## src/rtl/circular_fifo_with_search_top_defines.svh

```systemverilog
// Assertion macros used by the top level of the searchable ring-buffer FIFO.
`ifndef CIRCULAR_FIFO_WITH_SEARCH_TOP_DEFINES_SVH
`define CIRCULAR_FIFO_WITH_SEARCH_TOP_DEFINES_SVH

`ifndef SYNTHESIS

// Same-cycle implication, checked on every rising edge outside reset.
`define CFS_ASSERT_IMPL(lbl, clk, rst_n, ante, cons) \
    lbl: assert property (@(posedge clk) disable iff (!rst_n) (ante) |-> (cons)) \
        else $error("cfs assertion failed");

// Next-cycle implication, checked on every rising edge outside reset.
`define CFS_ASSERT_NEXT(lbl, clk, rst_n, ante, cons) \
    lbl: assert property (@(posedge clk) disable iff (!rst_n) (ante) |=> (cons)) \
        else $error("cfs assertion failed");

`else

`define CFS_ASSERT_IMPL(lbl, clk, rst_n, ante, cons)
`define CFS_ASSERT_NEXT(lbl, clk, rst_n, ante, cons)

`endif

`endif

```

## src/rtl/cfs_pkg.sv

```systemverilog
// Types, constants and helpers for the searchable ring-buffer FIFO.
package cfs_pkg;

    localparam int DEPTH  = 128;
    localparam int AW     = $clog2(DEPTH);
    localparam int CW     = $clog2(DEPTH + 1);
    localparam int DATA_W = 32;
    localparam int POS_W  = 7;
    localparam int OCC_W  = 8;

    typedef logic [AW-1:0]     t_addr;
    typedef logic [CW-1:0]     t_count;
    typedef logic [DATA_W-1:0] t_word;

    typedef enum logic [1:0] {
        MODE_PUSH   = 2'd0,
        MODE_POP    = 2'd1,
        MODE_PEEK   = 2'd2,
        MODE_SEARCH = 2'd3
    } t_mode;

    typedef enum logic [1:0] {
        ST_OK       = 2'd0,
        ST_FULL     = 2'd1,
        ST_EMPTY    = 2'd2,
        ST_NOTFOUND = 2'd3
    } t_status;

    typedef struct packed {
        t_mode                     mode;
        logic signed [DATA_W-1:0]  value;
    } t_req;

    typedef struct packed {
        t_status                   status;
        logic signed [DATA_W-1:0]  data;
        logic [POS_W-1:0]          position;
        logic [OCC_W-1:0]          occupancy;
        logic                      is_empty;
        logic                      is_full;
    } t_rsp;

    localparam t_addr  LAST_IDX  = AW'(DEPTH - 1);
    localparam t_count FILL_FULL = CW'(DEPTH);

    // Ring increment that wraps at the last slot.
    function automatic t_addr next_idx(t_addr idx);
        return (idx == LAST_IDX) ? '0 : idx + AW'(1);
    endfunction

endpackage

```

## src/rtl/cfs_ram.sv

```systemverilog
// Word storage of the FIFO: one write port and one registered read port.
module cfs_ram (
    input  logic           i_clk,
    input  logic           i_we,
    input  cfs_pkg::t_addr i_waddr,
    input  cfs_pkg::t_word i_wdata,
    input  logic           i_re,
    input  cfs_pkg::t_addr i_raddr,
    output cfs_pkg::t_word o_rdata
);
    import cfs_pkg::*;

    t_word r_mem [DEPTH];
    t_word r_rdata;

    always_ff @(posedge i_clk) begin
        if (i_we) begin
            r_mem[i_waddr] <= i_wdata;
        end
        if (i_re) begin
            r_rdata <= r_mem[i_raddr];
        end
    end

    assign o_rdata = r_rdata;

endmodule

```

## config.mk

```make
export PLATFORM = sky130hd
export DESIGN_NAME = cfs_ram
export DESIGN_NICKNAME = d
export VERILOG_FILES = /design/src/rtl/circular_fifo_with_search_top_defines.svh /design/src/rtl/cfs_pkg.sv /design/src/rtl/cfs_ram.sv
export SDC_FILE = /design/constraint.sdc
export NUM_CORES = 2
export LEC_CHECK = 0
export BUFFER_PORTS_ARGS = -buffer_cell sky130_fd_sc_hd__buf_2
export CAP_MARGIN = 20
export CORE_MARGIN = 5
export CORE_UTILIZATION = 35
export DETAILED_ROUTE_END_ITERATION = 16
export MAX_ROUTING_LAYER = met4
export SETUP_SLACK_MARGIN = 0.4
export SYNTH_ARGS = -nofsm -noshare
export SYNTH_HDL_FRONTEND = slang
export SYNTH_SLANG_ARGS = --single-unit
```

## constraint.sdc

```tcl
create_clock -name i_clk -period 4.2 [get_ports i_clk]
set_input_delay 1.05 -clock i_clk [delete_from_list [all_inputs] [get_ports i_clk]]
set_output_delay 1.05 -clock i_clk [all_outputs]
set_load 0.005 [all_outputs]
```

==> out/metrics.cfg <==
[clock_network]
post-cts-setup-buffers=0
cts.clk_slew.worst_paths_ns=0.06
clock-sinks=4128
tritoncts=done
cts-buffers-inserted=405
cts_buffer_depth=4
clockRootBuffer=clkbuf_16
insertion_delay_ns=0.98
cts.repair.resized=0
htree_levels=5
hold_buffers=0

[yosys]
avgSynthCellArea_um2=26.1
ys_seq_area_share_pct=79.2
synth-edff-count=4128
synth_common_cells=edfxtp_1 (4128), mux4_2 (1344), clkbuf_1 (182)
async_flop_share_pct=0
synth_most_common_cell=edfxtp_1
postSynthCellCount=5990
syn_area_um2=157000
ys_warn_count=0
ys.flop_type=edfxtp_1
syn-num-nets=6039
synth_top_area_share_pct=79.2
synth_area_leader_cell=edfxtp_1
synth_cell_types=16
ys_top_cells_by_area=edfxtp_1 (79%), mux4_2 (19%), clkbuf_1 (0.44%)
ys_seq_elements=4128

[placement]
dp.cells=12135
dpl.hpwl_um=256000
io_buffers=80
routabilityCongestion=0.829
dpl_worst_slack_ns=-0.227

[run_status]
outcome=complete, no violations

[setup_path]
required_ns=4.92
criticalPathCategory=input pin to flip-flop
reg2reg_slack_ns=1.41
crit_start=i_raddr[0]
startpoint_type=input pin
end_kind=flip-flop
crit_arrival_ns=4.16
cp_max_fo=19
r2r_cells=4
r2r_start=r_mem[127][21]
r2r-end=o_rdata[21]
critPathCapture=o_rdata[22]

[floorplanning]
pin_count=81
placementRows=245
fp.dieH_um=679
die_x_um=679
start_util_pct=35.2
core_area_um2=445000
die_area_um2=461000

[final_layout]
final_cells=12930
post-route-util_pct=41.1
nFillCells=37758
multiInputGateArea_um2=32300
nNetsFinal=6665
layout-drive-gt1-share_pct=37.2
seqCellArea_um2=124000
area_growth_pct=16.9

[route]
drt_pass1_iterations=6
vias=72406
avgViaCountPerCell=5.60
postRouteWirelength_um=437000
drtAntennaViolNets=0
drc=0
dr.first_iter.drc_count=10541
wl_per_cell_um=33.8

[timing]
finalCritPeriodShare_pct=81.9
setup_slack_ns=0.760
fmax_ghz=0.291
min_period_ns=3.44
final_hold_viol_count=0
tns_ns=0
clock_skew_ns=0.0680
relSlewSlack_pct=16.7
max_slew.worst_pin.slew_ns=1.25
slew_viol_final=0
rsz0062_at_grt=false
setup_viol=0

[grt]
grt_max_degree=129
grt_pass1_vias=72851
grt_use_total_pct=19.2
antenna_found_initial=84
grt_first_pass_wirelength_um=602000
grt_overflow=0

[power]
peakVddDrop_v=0.000342
powerDensity_nw_per_um2=465
power.leakage_nw=55.6

[run]
drv_cap=0

[worst_hold_path]
min_path_type=input pin to flip-flop

[flip-flops by register name, indices dropped and copies added (netlist names)]
name / cells
r_mem: 4096
o_rdata: 32
[area by class of cell]
cell class / count / share of cell area, %
Antenna cell: 47 / 0.0642
Timing Repair Buffer: 535 / 3.65
Tap cell: 5928 / 4.05
Sequential cell: 4128 / 67.7
Multi-Input combinational cell: 1546 / 17.7
Clock inverter: 240 / 1.08
Clock buffer: 506 / 5.81
[layer usage]
layer  part of all wire, %  GRT usage, %  wire length (um)  up-vias
met3                   8.4          3.08             36700      723
met2                    50          31.0            218000     3674
met1                    38          25.0            167000    40196
li1                      -             -                 -    27813
met5                     0             -                 0        -
met4                   3.6          6.32             15900        0
[cell families after synthesis]
kind of cell  synth area share, %
flops                        79.2
mux                          19.6
simple gates                0.445
buf+inv                     0.837
[metrics by stage]
stage / hold WS, ns / power, mW / cell area [um^2]
floorplan: 1.15 / 48.7 / 157000
global placement: 1.19 / 51.3 / 170000
detailed placement: 1.19 / 51.3 / 170000
CTS: 0.556 / 85.8 / 183000
global route: 0.614 / 87.7 / 183000
finish: 0.622 / 85.2 / 183000
[layout by cell type (no fill, tap or decap), types with 24 or more instances in the layout]
cell type,instances
clkbuf_1,95
buf_2,42
clkinv_2,73
edfxtp_1,4128
clkbuf_16,411
diode_2,47
mux4_2,1344
clkinv_1,111
buf_4,270
bufinv_16,24
nor2_4,119
buf_12,219
mux2_2,32
[power breakdown]
part	total, mW	switching, mW	internal, mW
clock	34.8	15.4	19.5
combinational	4.71	2.84	1.87
sequential	45.7	0.162	45.5
total	85.2	18.4	66.9
[critical path, stage by stage]
cell and delay (ns):
buf_12 0.19, buf_12 0.29, buf_4 0.37, mux4_2 0.55, mux4_2 0.61, mux4_2 0.67, mux2_2 0.32
[worst min path at each step]
stage                     slack [ns]  cells past startpoint       endpoint     startpoint
after floorplan                 1.15                      0    r_mem[0][0]     i_wdata[0]
after global placement          1.19                      4    o_rdata[13]  r_mem[23][13]
after detailed placement        1.19                      4     o_rdata[3]   r_mem[85][3]
after CTS                       0.56                      1  r_mem[90][13]    i_wdata[13]
after global routing            0.61                      1  r_mem[91][13]    i_wdata[13]
final                           0.62                      1  r_mem[90][13]    i_wdata[13]
(Power assumes the default switching activity.)
